File: src/hw/rtl/lbprm_pkg.sv
`timescale 1ns / 1ps

package lbprm_pkg;

  // Default geometry
  localparam int unsigned MaxWidthDef  = 256;
  localparam int unsigned PixelBitsDef = 8;

  // Row counting covers images up to this many rows
  localparam int unsigned HeightLimit = 256;
  localparam int unsigned RowBits     = 8;

  // Smallest legal image side
  localparam int unsigned MinSide = 3;

  // Configuration port
  localparam int unsigned CfgDataBits  = 9;
  localparam int unsigned CfgIndexBits = 2;
  localparam logic [CfgIndexBits-1:0] RegImageWidth  = 2'd0;
  localparam logic [CfgIndexBits-1:0] RegImageHeight = 2'd1;

  // Fixed payload widths
  localparam int unsigned PixelPortBits = 8;
  localparam int unsigned CodeBits      = 8;

  // Output buffer
  localparam int unsigned ObufDepth = 8;

  // One result beat
  typedef struct packed {
    logic [CodeBits-1:0] code;
    logic                row_end;
    logic                image_end;
  } out_beat_t;

  // Largest of the eight rotations of an 8-bit pattern
  function automatic logic [CodeBits-1:0] rot_max(input logic [CodeBits-1:0] pat);
    logic [CodeBits-1:0] best;
    logic [CodeBits-1:0] rot;
    best = pat;
    rot  = pat;
    for (int k = 1; k < CodeBits; k++) begin
      rot = {rot[CodeBits-2:0], rot[CodeBits-1]};
      if (rot > best) begin
        best = rot;
      end
    end
    return best;
  endfunction

endpackage

File: src/hw/rtl/lbprm_code.sv
`timescale 1ns / 1ps

// Two-stage pattern unit: neighbour compares, then rotation maximum.
module lbprm_code #(
  parameter int unsigned PIXEL_BITS = lbprm_pkg::PixelBitsDef
) (
  input  logic                          clk_i,
  input  logic                          rst_ni,
  input  logic                          win_valid_i,
  input  logic [8:0][PIXEL_BITS-1:0]    win_i,
  input  logic                          row_end_i,
  input  logic                          image_end_i,
  output logic                          push_o,
  output lbprm_pkg::out_beat_t          beat_o,
  output logic [1:0]                    busy_o
);

  // Window slots (row*3+col) visited clockwise from top-left
  localparam int unsigned NbIdx [8] = '{0, 1, 2, 5, 8, 7, 6, 3};

  logic [lbprm_pkg::CodeBits-1:0] pat_d;
  logic [lbprm_pkg::CodeBits-1:0] pat_q;
  logic                           pat_valid_q;
  logic                           pat_row_end_q;
  logic                           pat_image_end_q;
  logic                           push_q;
  lbprm_pkg::out_beat_t           beat_q;

  // Neighbour >= center, first neighbour lands in the MSB
  always_comb begin
    for (int k = 0; k < 8; k++) begin
      pat_d[7-k] = (win_i[NbIdx[k]] >= win_i[4]);
    end
  end

  always_ff @(posedge clk_i or negedge rst_ni) begin
    if (!rst_ni) begin
      pat_valid_q <= 1'b0;
      push_q      <= 1'b0;
    end else begin
      pat_valid_q <= win_valid_i;
      push_q      <= pat_valid_q;
    end
  end

  // Payload stages
  always_ff @(posedge clk_i) begin
    if (win_valid_i) begin
      pat_q           <= pat_d;
      pat_row_end_q   <= row_end_i;
      pat_image_end_q <= image_end_i;
    end
    if (pat_valid_q) begin
      beat_q.code      <= lbprm_pkg::rot_max(pat_q);
      beat_q.row_end   <= pat_row_end_q;
      beat_q.image_end <= pat_image_end_q;
    end
  end

  assign push_o = push_q;
  assign beat_o = beat_q;
  assign busy_o = {1'b0, pat_valid_q} + {1'b0, push_q};

endmodule

File: src/hw/rtl/lbprm_obuf.sv
`timescale 1ns / 1ps

// Small result queue; the input side reserves space before it takes a pixel.
module lbprm_obuf #(
  parameter int unsigned DEPTH = lbprm_pkg::ObufDepth
) (
  input  logic                          clk_i,
  input  logic                          rst_ni,
  input  logic                          push_i,
  input  lbprm_pkg::out_beat_t          beat_i,
  input  logic                          pop_i,
  output logic                          valid_o,
  output lbprm_pkg::out_beat_t          beat_o,
  output logic [$clog2(DEPTH+1)-1:0]    count_o
);

  localparam int unsigned PtrBits = (DEPTH > 1) ? $clog2(DEPTH) : 1;
  localparam int unsigned CntBits = $clog2(DEPTH+1);
  localparam logic [PtrBits-1:0] PtrLast = PtrBits'(DEPTH - 1);

  lbprm_pkg::out_beat_t slots_q [DEPTH];
  logic [PtrBits-1:0]   wr_ptr_q;
  logic [PtrBits-1:0]   rd_ptr_q;
  logic [CntBits-1:0]   count_q;
  logic [CntBits-1:0]   count_d;

  always_comb begin
    count_d = count_q;
    if (push_i && !pop_i) begin
      count_d = count_q + CntBits'(1);
    end else if (pop_i && !push_i) begin
      count_d = count_q - CntBits'(1);
    end
  end

  // Pointers and fill level
  always_ff @(posedge clk_i or negedge rst_ni) begin
    if (!rst_ni) begin
      wr_ptr_q <= '0;
      rd_ptr_q <= '0;
      count_q  <= '0;
    end else begin
      count_q <= count_d;
      if (push_i) begin
        wr_ptr_q <= (wr_ptr_q == PtrLast) ? '0 : wr_ptr_q + PtrBits'(1);
      end
      if (pop_i) begin
        rd_ptr_q <= (rd_ptr_q == PtrLast) ? '0 : rd_ptr_q + PtrBits'(1);
      end
    end
  end

  always_ff @(posedge clk_i) begin
    if (push_i) begin
      slots_q[wr_ptr_q] <= beat_i;
    end
  end

  assign valid_o = (count_q != '0);
  assign beat_o  = slots_q[rd_ptr_q];
  assign count_o = count_q;

endmodule

File: src/hw/rtl/lbp_rotation_max_3x3.sv
`timescale 1ns / 1ps

// Channel | direction | handshake              | payload
// in      | input     | in_valid_i / in_stall_o  | pixel_i
// out     | output    | out_valid_o / out_stall_i| pattern_code_o, row_end_o, image_end_o
// cfg     | input     | cfg_we_i                 | cfg_index_i, cfg_wdata_i
//
// One pixel per cycle while in_stall_o is low. A result reaches the queue through the registered
// steps line store read, window shift and write-back, compare, rotation maximum.
// The line store is one memory word per column holding the two prior rows;
// it is not cleared at reset (no clearing pass). Counters, window and queue reset.
// in_stall_o rises when the queue fill plus the patterns in flight reaches the queue depth.
module lbp_rotation_max_3x3 #(
  parameter int unsigned MAX_WIDTH  = lbprm_pkg::MaxWidthDef,
  parameter int unsigned PIXEL_BITS = lbprm_pkg::PixelBitsDef
) (
  input  logic                                  clk_i,
  input  logic                                  rst_ni,
  input  logic                                  in_valid_i,
  output logic                                  in_stall_o,
  input  logic [lbprm_pkg::PixelPortBits-1:0]   pixel_i,
  output logic                                  out_valid_o,
  input  logic                                  out_stall_i,
  output logic [lbprm_pkg::CodeBits-1:0]        pattern_code_o,
  output logic                                  row_end_o,
  output logic                                  image_end_o,
  input  logic                                  cfg_we_i,
  input  logic [lbprm_pkg::CfgIndexBits-1:0]    cfg_index_i,
  input  logic [lbprm_pkg::CfgDataBits-1:0]     cfg_wdata_i
);

  localparam int unsigned ColBits  = $clog2(MAX_WIDTH);
  localparam int unsigned RowBits  = lbprm_pkg::RowBits;
  localparam int unsigned PxUse    = (PIXEL_BITS < lbprm_pkg::PixelPortBits) ?
                                     PIXEL_BITS : lbprm_pkg::PixelPortBits;
  localparam int unsigned WordBits = 2 * PIXEL_BITS;
  localparam int unsigned CntBits  = $clog2(lbprm_pkg::ObufDepth + 1);
  localparam int unsigned SumBits  = CntBits + 2;
  localparam int unsigned WideBits = 32;
  localparam logic [ColBits-1:0] WlastRst =
    ColBits'(((MAX_WIDTH < 256) ? MAX_WIDTH : 256) - 1);
  localparam logic [RowBits-1:0] HlastRst = RowBits'(lbprm_pkg::HeightLimit - 1);

  // Geometry (stored as last column / last row) and position counters
  logic [ColBits-1:0] wlast_q, wlast_d;
  logic [RowBits-1:0] hlast_q, hlast_d;
  logic [ColBits-1:0] col_q, col_d;
  logic [RowBits-1:0] row_q, row_d;

  logic               in_accept;
  logic [PIXEL_BITS-1:0] px;
  logic               col_end;
  logic               row_last;

  // Line store: {two rows up, one row up} per column
  logic [WordBits-1:0] line_mem [MAX_WIDTH];
  logic [WordBits-1:0] rd_q;

  // Stage 1: pixel waits for its line store word
  logic                  s1_valid_q;
  logic                  s1_out_q;
  logic                  s1_row_end_q;
  logic                  s1_image_end_q;
  logic [PIXEL_BITS-1:0] s1_px_q;
  logic [ColBits-1:0]    s1_col_q;

  // Stage 2: 3x3 window, slot row*3+col, column 2 newest
  logic [8:0][PIXEL_BITS-1:0] win_q;
  logic                       win_valid_q;
  logic                       win_row_end_q;
  logic                       win_image_end_q;

  logic                    push;
  lbprm_pkg::out_beat_t    push_beat;
  logic [1:0]              code_busy;
  lbprm_pkg::out_beat_t    head_beat;
  logic [CntBits-1:0]      obuf_count;
  logic                    out_pop;
  logic [SumBits-1:0]      reserved;

  // Clamp a written side length into its legal range
  always_comb begin
    logic [WideBits-1:0] v;
    logic [WideBits-1:0] wmax;
    v       = WideBits'(cfg_wdata_i);
    wmax    = WideBits'(MAX_WIDTH);
    wlast_d = wlast_q;
    hlast_d = hlast_q;
    if (v < WideBits'(lbprm_pkg::MinSide)) begin
      v = WideBits'(lbprm_pkg::MinSide);
    end
    if (cfg_we_i && (cfg_index_i == lbprm_pkg::RegImageWidth)) begin
      wlast_d = (v > wmax) ? ColBits'(wmax - 1) : ColBits'(v - 1);
    end
    if (cfg_we_i && (cfg_index_i == lbprm_pkg::RegImageHeight)) begin
      hlast_d = (v > WideBits'(lbprm_pkg::HeightLimit)) ?
                RowBits'(lbprm_pkg::HeightLimit - 1) : RowBits'(v - 1);
    end
  end

  assign in_accept = in_valid_i && !in_stall_o;
  assign px        = PIXEL_BITS'(pixel_i[PxUse-1:0]);
  assign col_end   = (col_q == wlast_q);
  assign row_last  = (row_q == hlast_q);

  // Raster position; a register write restarts the image
  always_comb begin
    col_d = col_q;
    row_d = row_q;
    if (in_accept) begin
      if (col_end) begin
        col_d = '0;
        row_d = row_last ? '0 : row_q + RowBits'(1);
      end else begin
        col_d = col_q + ColBits'(1);
      end
    end
    if (cfg_we_i && ((cfg_index_i == lbprm_pkg::RegImageWidth) ||
                     (cfg_index_i == lbprm_pkg::RegImageHeight))) begin
      col_d = '0;
      row_d = '0;
    end
  end

  always_ff @(posedge clk_i or negedge rst_ni) begin
    if (!rst_ni) begin
      wlast_q     <= WlastRst;
      hlast_q     <= HlastRst;
      col_q       <= '0;
      row_q       <= '0;
      s1_valid_q  <= 1'b0;
      s1_out_q    <= 1'b0;
      win_valid_q <= 1'b0;
      win_q       <= '0;
    end else begin
      wlast_q     <= wlast_d;
      hlast_q     <= hlast_d;
      col_q       <= col_d;
      row_q       <= row_d;
      s1_valid_q  <= in_accept;
      s1_out_q    <= in_accept && (row_q >= RowBits'(2)) && (col_q >= ColBits'(2));
      win_valid_q <= s1_valid_q && s1_out_q;
      // Window shift with the fresh column
      if (s1_valid_q) begin
        for (int i = 0; i < 3; i++) begin
          win_q[i*3]   <= win_q[i*3+1];
          win_q[i*3+1] <= win_q[i*3+2];
        end
        win_q[2] <= rd_q[WordBits-1:PIXEL_BITS];
        win_q[5] <= rd_q[PIXEL_BITS-1:0];
        win_q[8] <= s1_px_q;
      end
    end
  end

  // Stage 1 and window payload
  always_ff @(posedge clk_i) begin
    if (in_accept) begin
      s1_px_q        <= px;
      s1_col_q       <= col_q;
      s1_row_end_q   <= col_end;
      s1_image_end_q <= col_end && row_last;
    end
    if (s1_valid_q) begin
      win_row_end_q   <= s1_row_end_q;
      win_image_end_q <= s1_image_end_q;
    end
  end

  // Line store: read on accept, write back in the next cycle (other column)
  always_ff @(posedge clk_i) begin
    if (in_accept) begin
      rd_q <= line_mem[col_q];
    end
    if (s1_valid_q) begin
      line_mem[s1_col_q] <= {rd_q[PIXEL_BITS-1:0], s1_px_q};
    end
  end

  lbprm_code #(
    .PIXEL_BITS (PIXEL_BITS)
  ) u_code (
    .clk_i       (clk_i),
    .rst_ni      (rst_ni),
    .win_valid_i (win_valid_q),
    .win_i       (win_q),
    .row_end_i   (win_row_end_q),
    .image_end_i (win_image_end_q),
    .push_o      (push),
    .beat_o      (push_beat),
    .busy_o      (code_busy)
  );

  assign out_pop = out_valid_o && !out_stall_i;

  lbprm_obuf #(
    .DEPTH (lbprm_pkg::ObufDepth)
  ) u_obuf (
    .clk_i   (clk_i),
    .rst_ni  (rst_ni),
    .push_i  (push),
    .beat_i  (push_beat),
    .pop_i   (out_pop),
    .valid_o (out_valid_o),
    .beat_o  (head_beat),
    .count_o (obuf_count)
  );

  // Queue slots already filled or promised to patterns in flight
  assign reserved = SumBits'(obuf_count) + SumBits'(code_busy) +
                    SumBits'(s1_valid_q && s1_out_q) + SumBits'(win_valid_q);
  assign in_stall_o = (reserved >= SumBits'(lbprm_pkg::ObufDepth));

  assign pattern_code_o = head_beat.code;
  assign row_end_o      = head_beat.row_end;
  assign image_end_o    = head_beat.image_end;

endmodule

File: config.mk
export PLATFORM = sky130hd
export DESIGN_NAME = lbp_rotation_max_3x3
export DESIGN_NICKNAME = d
export VERILOG_FILES = /design/src/hw/rtl/lbprm_pkg.sv /design/src/hw/rtl/lbprm_code.sv /design/src/hw/rtl/lbprm_obuf.sv /design/src/hw/rtl/lbp_rotation_max_3x3.sv
export SDC_FILE = /design/constraint.sdc
export NUM_CORES = 2
export LEC_CHECK = 0
export BUFFER_PORTS_ARGS = -buffer_cell sky130_fd_sc_hd__buf_4
export CORE_MARGIN = 2
export CORE_UTILIZATION = 45
export DETAILED_ROUTE_END_ITERATION = 6
export PLACE_DENSITY_LB_ADDON = 0.3
export SLEW_MARGIN = 25
export SYNTH_ARGS = -nofsm -noshare
export SYNTH_HDL_FRONTEND = slang
export SYNTH_MEMORY_MAX_BITS = 65536
export SYNTH_SLANG_ARGS = --single-unit
File: constraint.sdc
create_clock -name clk_i -period 37.1 [get_ports clk_i]
set_input_delay 7.42 -clock clk_i [delete_from_list [all_inputs] [get_ports clk_i]]
set_output_delay 7.42 -clock clk_i [all_outputs]
set_load 0.01 [all_outputs]
# Word-level counts from Yosys, hierarchy flattened
# Memory sizes are Yosys's and may differ from the RTL's. A register that Yosys moved wholly into a read port is not among the register bits.
# Cells that the tools add are included.
totals:
  register_bits: 159
  ramBits: 4176
  input_bits: 24
  word_cells: 123
  memories: 2
mem_list:
  columns: ["memory", "words", "width", "read_ports", "rd_ports_with_merged_regs", "wr", "line_no", "text"]
  rows:
  - ["line_mem", 256, 16, 1, 1, 1, "lbp_rotation_max_3x3.sv:56", "logic [WordBits-1:0] line_mem [MAX_WIDTH];"]
  - ["u_obuf.slots_q", 8, 10, 1, 0, 1, "lbprm_obuf.sv:21", "lbprm_pkg::out_beat_t slots_q [DEPTH];"]
classes:
  add_sub_neg: 11
  order_cmp: 20
  eq_ne: 5
  muxes: 30
  n_reduce_logical: 22
ops:
  columns: ["cell", "n"]
  rows:
  - ["$mux W8", 21]
  - ["$ge A8 B8 Y1", 8]
  - ["$gt A8 B8 Y1", 7]
  - ["$add A8 B1 Y8 const B", 2]
  - ["$eq A8 B8 Y1", 2]
  - ["$ge A8 B2 Y1 const B", 2]
  - ["$logic_and A1 B1 Y1", 11]
  - ["$gt A9 B9 Y1 const B", 1]
  - ["$lt A9 B2 Y1 const B", 1]
  - ["$mux W9", 1]
  - ["$mux W4", 2]
  - ["$sub A8 B1 Y8 const B", 1]
  - ["$add A3 B1 Y3 const B", 2]
  - ["$add A5 B1 Y6", 1]
  - ["$add A6 B1 Y6", 1]
  - ["$eq A3 B3 Y1 const B", 2]
  - ["$ge A6 B4 Y1 const B", 1]
  - ["$mux W3", 2]
  - ["$reduce_bool A2 Y1", 3]
  - ["$add A4 B2 Y5", 1]
  - ["$add A4 B1 Y4 const B", 1]
  - ["$logic_not A1 Y1", 4]
  - ["$mux W1", 4]
  - ["$reduce_bool A4 Y1", 1]
  - ["6 further kinds", 6]

# Depth between registers and ports, before layout
logic_depth:
  ltp_word: 20
  ltp_mapped: 78

# Cells and area by module
# Synthesis repeated with hierarchy kept, for this count alone.
unflattened:
  cells_unflattened: 8417
  area_unflattened_um2: 172011.2
by_module_without_submodules:
  columns: ["module", "n_inst", "cells_each", "area_per_inst_um2"]
  rows:
  - ["lbp_rotation_max_3x3", 1, 7694, 163476.8]
  - ["lbprm_code", 1, 547, 4829.6]
  - ["lbprm_obuf", 1, 176, 3704.8]

# Least setup slack after synthesis
# OpenSTA, ideal clock, no wires.
synth_path:
  path_kind: "flip-flop to flip-flop"
  start: "register u_code.pat_q[1] in the netlist's numbering"
  end: "register u_code.beat_q (netlist bit u_code.beat_o[8]) (data pin)"
  arrival_ps: 13681
  t_required_ps: 36830
  path_slack_ps: 23149
  path_stages_with_launch: 75
  path_buffers: 9
  cell_sequence: "edfxtp_1 -> buf_2 -> clkinv_1 -> ha_1 -> nor2b_1 -> o211ai_2 -> a21boi_1 -> o21ai_1 -> clkbuf_1 -> nor2_1 -> a21oi_1 -> ha_1 -> a21oi_1 -> a21boi_1 -> nor2_1 -> o311ai_0 -> a21oi_1 -> and2_1 -> [39 not listed] -> a21o_1 -> a21oi_1 -> nor2b_1 -> nor2_1 -> a21oi_1 -> a311o_1 -> nor2_4 -> mux2_2 -> ha_1 -> o21a_1 -> o21a_1 -> o21ai_0 -> a21oi_1 -> a211oi_1 -> a21oi_1 -> clkbuf_1 -> clkbuf_1 -> o311ai_1"
synth_between:
  elab_chain_len: 20
synth_lines:
  columns: ["item", "line_no", "text"]
  rows:
  - ["start, declared", "lbprm_code.sv:22", "logic [lbprm_pkg::CodeBits-1:0] pat_q;"]
  - ["start signal, assigned", "lbprm_code.sv:49", "pat_q <= pat_d;"]
  - ["$gt A8 B8 Y1", "lbprm_pkg.sv:44", "if (rot > best) begin"]
  - ["$mux W8", "lbprm_pkg.sv:44", null]
  - ["$mux W8", "lbprm_code.sv:53", "if (pat_valid_q) begin"]
  - ["$gt A8 B8 Y1", "lbprm_pkg.sv:44", null]
  - ["$mux W8", "lbprm_pkg.sv:44", null]
  - ["$mux W8", "lbprm_code.sv:53", null]
  - ["$gt A8 B8 Y1", "lbprm_pkg.sv:44", null]
  - ["$mux W8", "lbprm_pkg.sv:44", null]
  - ["[4 not listed]", null, null]
  - ["$gt A8 B8 Y1", "lbprm_pkg.sv:44", null]
  - ["$mux W8", "lbprm_pkg.sv:44", null]
  - ["$mux W8", "lbprm_code.sv:53", null]
  - ["$gt A8 B8 Y1", "lbprm_pkg.sv:44", null]
  - ["$mux W8", "lbprm_pkg.sv:44", null]
  - ["$mux W8", "lbprm_code.sv:53", null]
  - ["$gt A8 B8 Y1", "lbprm_pkg.sv:44", null]
  - ["$mux W8 (*)", "lbprm_pkg.sv:44", null]
  - ["end, declared", "lbprm_code.sv:27", "lbprm_pkg::out_beat_t beat_q;"]
# Mark *: on every way between the ends. The rest lies on a longest branch, timed or not. The select of a mux whose other input is x is not followed.
# A chain may end at the register's enable or synchronous reset.

# Final worst setup path
layout_path:
  start: "register u_code.pat_q[1] in the netlist's numbering"
  end: "register u_code.beat_q (netlist bit u_code.beat_o[2]) (data pin)"
# Same word-level chain as after synthesis.

==> reports/metrics.yaml <==
yosys:
  yosysWarningCount: 0
  synth_seq_area_share: 0.763
  synth_cell_type_count: 86
  synth_area_per_cell_um2: 22.5
  yosys_most_used_dff: "sky130_fd_sc_hd__edfxtp_1"
  gate_count_post_synth: 7567
  postSynthNetCount: 7720
  postSynthRegisterBits: 4351
  netlist_area_mm2: 0.171
  async_flop_share: 0.0274
  synth-edff-count: 4232
route:
  detail_route.drc_violations: 0
  wire_per_inst_um: 31.9
  drt-initial-drc-count: 10700
  drt_pass1_iterations: 6
  avgViaCountPerCell: 6.09
  routed-via-count: 81400
  drt-total-wl_um: 427000
  final_antenna_net_count: 0
pwr:
  power_frac_comb: 0.273
  power_switching_share: 0.297
  maximum_vdd_drop_mv: 0.0959
  pwr-share-seq: 0.424
  leak_pwr_uw: 0.0599
  netSwitchingPower_uw: 4170
  clock_power_share: 0.302
  power_report.internal_total_uw: 9860
  power_per_cell_area_mw_per_mm2: 72.6
finish:
  sequential_cell_area_mm2: 0.130
  filler_cell_count: 29100
  fin_cells: 13400
  most_frequent_standard_cell_in_the_layout_excluding_fill_and_tap_cells: "sky130_fd_sc_hd__edfxtp_1"
  finish.net_count: 8151
  layout.cells.most_common_list: "4232 x sky130_fd_sc_hd__edfxtp_1, 1267 x sky130_fd_sc_hd__mux4_2, 433 x sky130_fd_sc_hd__clkbuf_16"
  drive_above_1_share: 0.311
  synthToLayoutAreaGrowth_pct: 13.2
  multi_input_comb_area_mm2: 0.0394
global_route:
  grt.overflow.total: 0
  global_route.usage.total: 0.222
  grt_max_degree: 258
  grt_pass1_wl_um: 610000
  grt_antenna_before_repair: 19
  grt_pass1_vias: 82100
worst_setup_path:
  setup.worst_path.start_class: "register"
  end_kind: "register"
  timing.critical_path.slowest_cell_delay_ns: 0.81
  crit_top_cell: "sky130_fd_sc_hd__a21oi_1"
  slowest_stage: "sky130_fd_sc_hd__edfxtp_1"
  crit_type: "register to register"
  cp.required_ns: 37.87
  worstPathArrival_ns: 18.14
  worst-path-max-fanout: 22
timing:
  slew_viol_final: 0
  finalHoldViolations: 0
  finalCritPeriodShare: 0.468
  max_freq_ghz: 0.0576
  final.setup.tns_ns: 0
  post-route-min-period_ns: 17.36
  setup_viol_count_final: 0
  worst-slew-pin-transition_ns: 1.24
  slew_headroom: 0.167
  skew_ns: 0.0523
  hold-worst-slack_ns: 0.418
  setup_repair_after_global_routing_missed_its_margin: "no"
die:
  initial_utilization: 0.451
  fp.dieArea_mm2: 0.384
  fp-row-count: 226
  fp.dieH_um: 620
  placeableCoreArea_mm2: 0.378
  dieWidth_um: 620
  io_pins: 36
flow_run:
  maxCapViolCount: 0
clocking:
  cts_inserted_buffers: 427
  worst_setup_hold_path_clk_slew_ns: 0.06
  cts-root-buf: "sky130_fd_sc_hd__clkbuf_16"
  insertion_delay_ns: 0.97
  clk_path_buf_depth: 4
  cts_post_setup_buffers_inserted: 0
  htree_num_levels: 5
  tritoncts: "done"
  post_cts_sizing: 0
  postCtsHoldBufs: 0
  cts_num_sinks: 4351
hold_path:
  hp-class: "register to register"
placement:
  placer_congestion_estimate: 0.807
  placed_cells: 12600
  place.detailed.hpwl_um: 246000
  placement.io_buffers: 35
run_status:
  outcome: "finished clean"
## flip-flops by register name, indices dropped and copies added (netlist names), 3 cells and up
register         flops
wlast_q              8
line_mem          4096
u_code.pat_q         8
s1_col_q             8
u_obuf.wr_ptr_q      3
u_obuf.slots_q      80
u_obuf.count_o       4
rd_q                16
col_q                8
row_q                8
hlast_q              8
s1_px_q              8
win_q               72
u_code.beat_o       10
u_obuf.rd_ptr_q      3
## synthesized netlist by cell type (4+ instances only)
library cell                number  share of area
sky130_fd_sc_hd__a221oi_1        7        0.00036
sky130_fd_sc_hd__xnor2_1         7        0.00036
sky130_fd_sc_hd__a21o_1         18        0.00079
sky130_fd_sc_hd__o21a_1          5        0.00022
sky130_fd_sc_hd__nor2_1        333         0.0073
sky130_fd_sc_hd__nand2_1       119         0.0026
sky130_fd_sc_hd__dfstp_2        16         0.0025
sky130_fd_sc_hd__mux2_2         83         0.0055
sky130_fd_sc_hd__nor3_1         14        0.00041
sky130_fd_sc_hd__o31ai_1         6        0.00026
sky130_fd_sc_hd__mux2i_1       126         0.0074
sky130_fd_sc_hd__a21oi_1       114         0.0033
sky130_fd_sc_hd__a311oi_1        5        0.00026
sky130_fd_sc_hd__edfxtp_1     4232           0.75
sky130_fd_sc_hd__nand3_1        41         0.0012
sky130_fd_sc_hd__a211oi_1       58         0.0026
sky130_fd_sc_hd__nor2b_1        40         0.0015
sky130_fd_sc_hd__a21boi_1        4        0.00018
sky130_fd_sc_hd__xor2_1         21         0.0011
sky130_fd_sc_hd__clkbuf_1      250         0.0055
sky130_fd_sc_hd__and4_1          4        0.00021
sky130_fd_sc_hd__o22ai_1        30         0.0011
sky130_fd_sc_hd__nor4_1         11        0.00040
sky130_fd_sc_hd__o311ai_1        7        0.00036
sky130_fd_sc_hd__fa_1            4        0.00047
sky130_fd_sc_hd__nand2b_1       38         0.0014
sky130_fd_sc_hd__buf_2          51         0.0015
sky130_fd_sc_hd__buf_1         109         0.0024
sky130_fd_sc_hd__ha_1          125         0.0092
sky130_fd_sc_hd__o221ai_1        9        0.00046
sky130_fd_sc_hd__o21ai_0       109         0.0032
sky130_fd_sc_hd__inv_1          42        0.00092
sky130_fd_sc_hd__mux4_2       1267           0.17
sky130_fd_sc_hd__mux2_1          4        0.00026
sky130_fd_sc_hd__and3_1         10        0.00037
sky130_fd_sc_hd__or4_1           9        0.00040
sky130_fd_sc_hd__and2_1         29         0.0011
sky130_fd_sc_hd__o211ai_1        7        0.00031
sky130_fd_sc_hd__nand4_1        19        0.00070
sky130_fd_sc_hd__o2111ai_1       5        0.00026
sky130_fd_sc_hd__dfrtp_1       103          0.015
## routing by layer
metal,vias up,wire length [µm],GRT usage,part of all wire
met4,2,14600,0.0707,0.034
met5,-,13,0,0.000030
li1,33000,-,-,-
met3,670,35000,0.0343,0.082
met2,3594,205000,0.355,0.48
met1,44200,172000,0.316,0.40
## layout make-up
cell class,count,area share
Sequential cell,4351,0.674
Multi-Input combinational cell,2757,0.204
Clock buffer,536,0.0584
Tap cell,5016,0.0325
Timing Repair Buffer,414,0.0178
Clock inverter,254,0.0123
Inverter,47,0.000953
Antenna cell,7,0.0000907
## per-stage QoR
step	setup slack, ns	instance area [µm²]	util	power, µW
floorplan	23.15	171000	-	8650
global placement	19.10	179000	0.473	9840
detailed placement	19.71	179000	0.474	9910
CTS	19.53	193000	0.510	14100
global route	18.28	193000	0.511	14500
finish	19.74	193000	0.511	14000
## cell families (layout without fill, tap and decap cells)
logic type | Yosys count | count (layout) | synth area share
mux | 1482 | 1482 | 0.181
xor+xnor | 28 | 28 | 0.00144
fa+ha+maj | 129 | 129 | 0.00964
simple gates | 685 | 685 | 0.0184
compound gates | 433 | 433 | 0.0166
other cells | 0 | 7 | 0
flops | 4351 | 4351 | 0.763
buf+inv | 459 | 1251 | 0.0105
## power by group through the flow
| stage | clock, µW | combinational [µW] | sequential (µW) |
|---|---|---|---|
| 2_1_floorplan | 0 | 2400 | 6240 |
| 3_3_place_gp | 0 | 3790 | 6050 |
| 3_5_place_dp | 0 | 3850 | 6060 |
| 4_1_cts | 4300 | 3860 | 5960 |
| 5_1_grt | 4490 | 4070 | 5960 |
| 6_report | 4240 | 3830 | 5950 |
## critical path: cells and delay by family (launching register included)
family                     cells  cell delay [ns]
adders and majority gates      7             2.32
and+or+nand+nor               14             3.15
buffers and inverters          4             0.97
DFF                            1             0.81
AOI/OAI and AO/OA             40             9.02
muxes                          2             0.87
## worst paths after layout
check                                     startpoint                         end  slack (ns)  cells after the start
max                        u_code.pat_q[1]$_DFFE_PP_  u_code.beat_o[2]$_DFFE_PP_       19.74                     67
min in group asynchronous                     rst_ni        col_q[1]$_DFFE_PN0P_        6.40                      1
min reg2reg                   s1_row_end_q$_DFFE_PP_     win_row_end_q$_DFFE_PP_        0.42                      0
max in group asynchronous                     rst_ni        s1_valid_q$_DFF_PN0_       29.55                      2
max reg2reg                u_code.pat_q[1]$_DFFE_PP_  u_code.beat_o[2]$_DFFE_PP_       19.74                     67
min                           s1_row_end_q$_DFFE_PP_     win_row_end_q$_DFFE_PP_        0.42                      0
No activity file was read; power rests on OpenSTA's default activity.
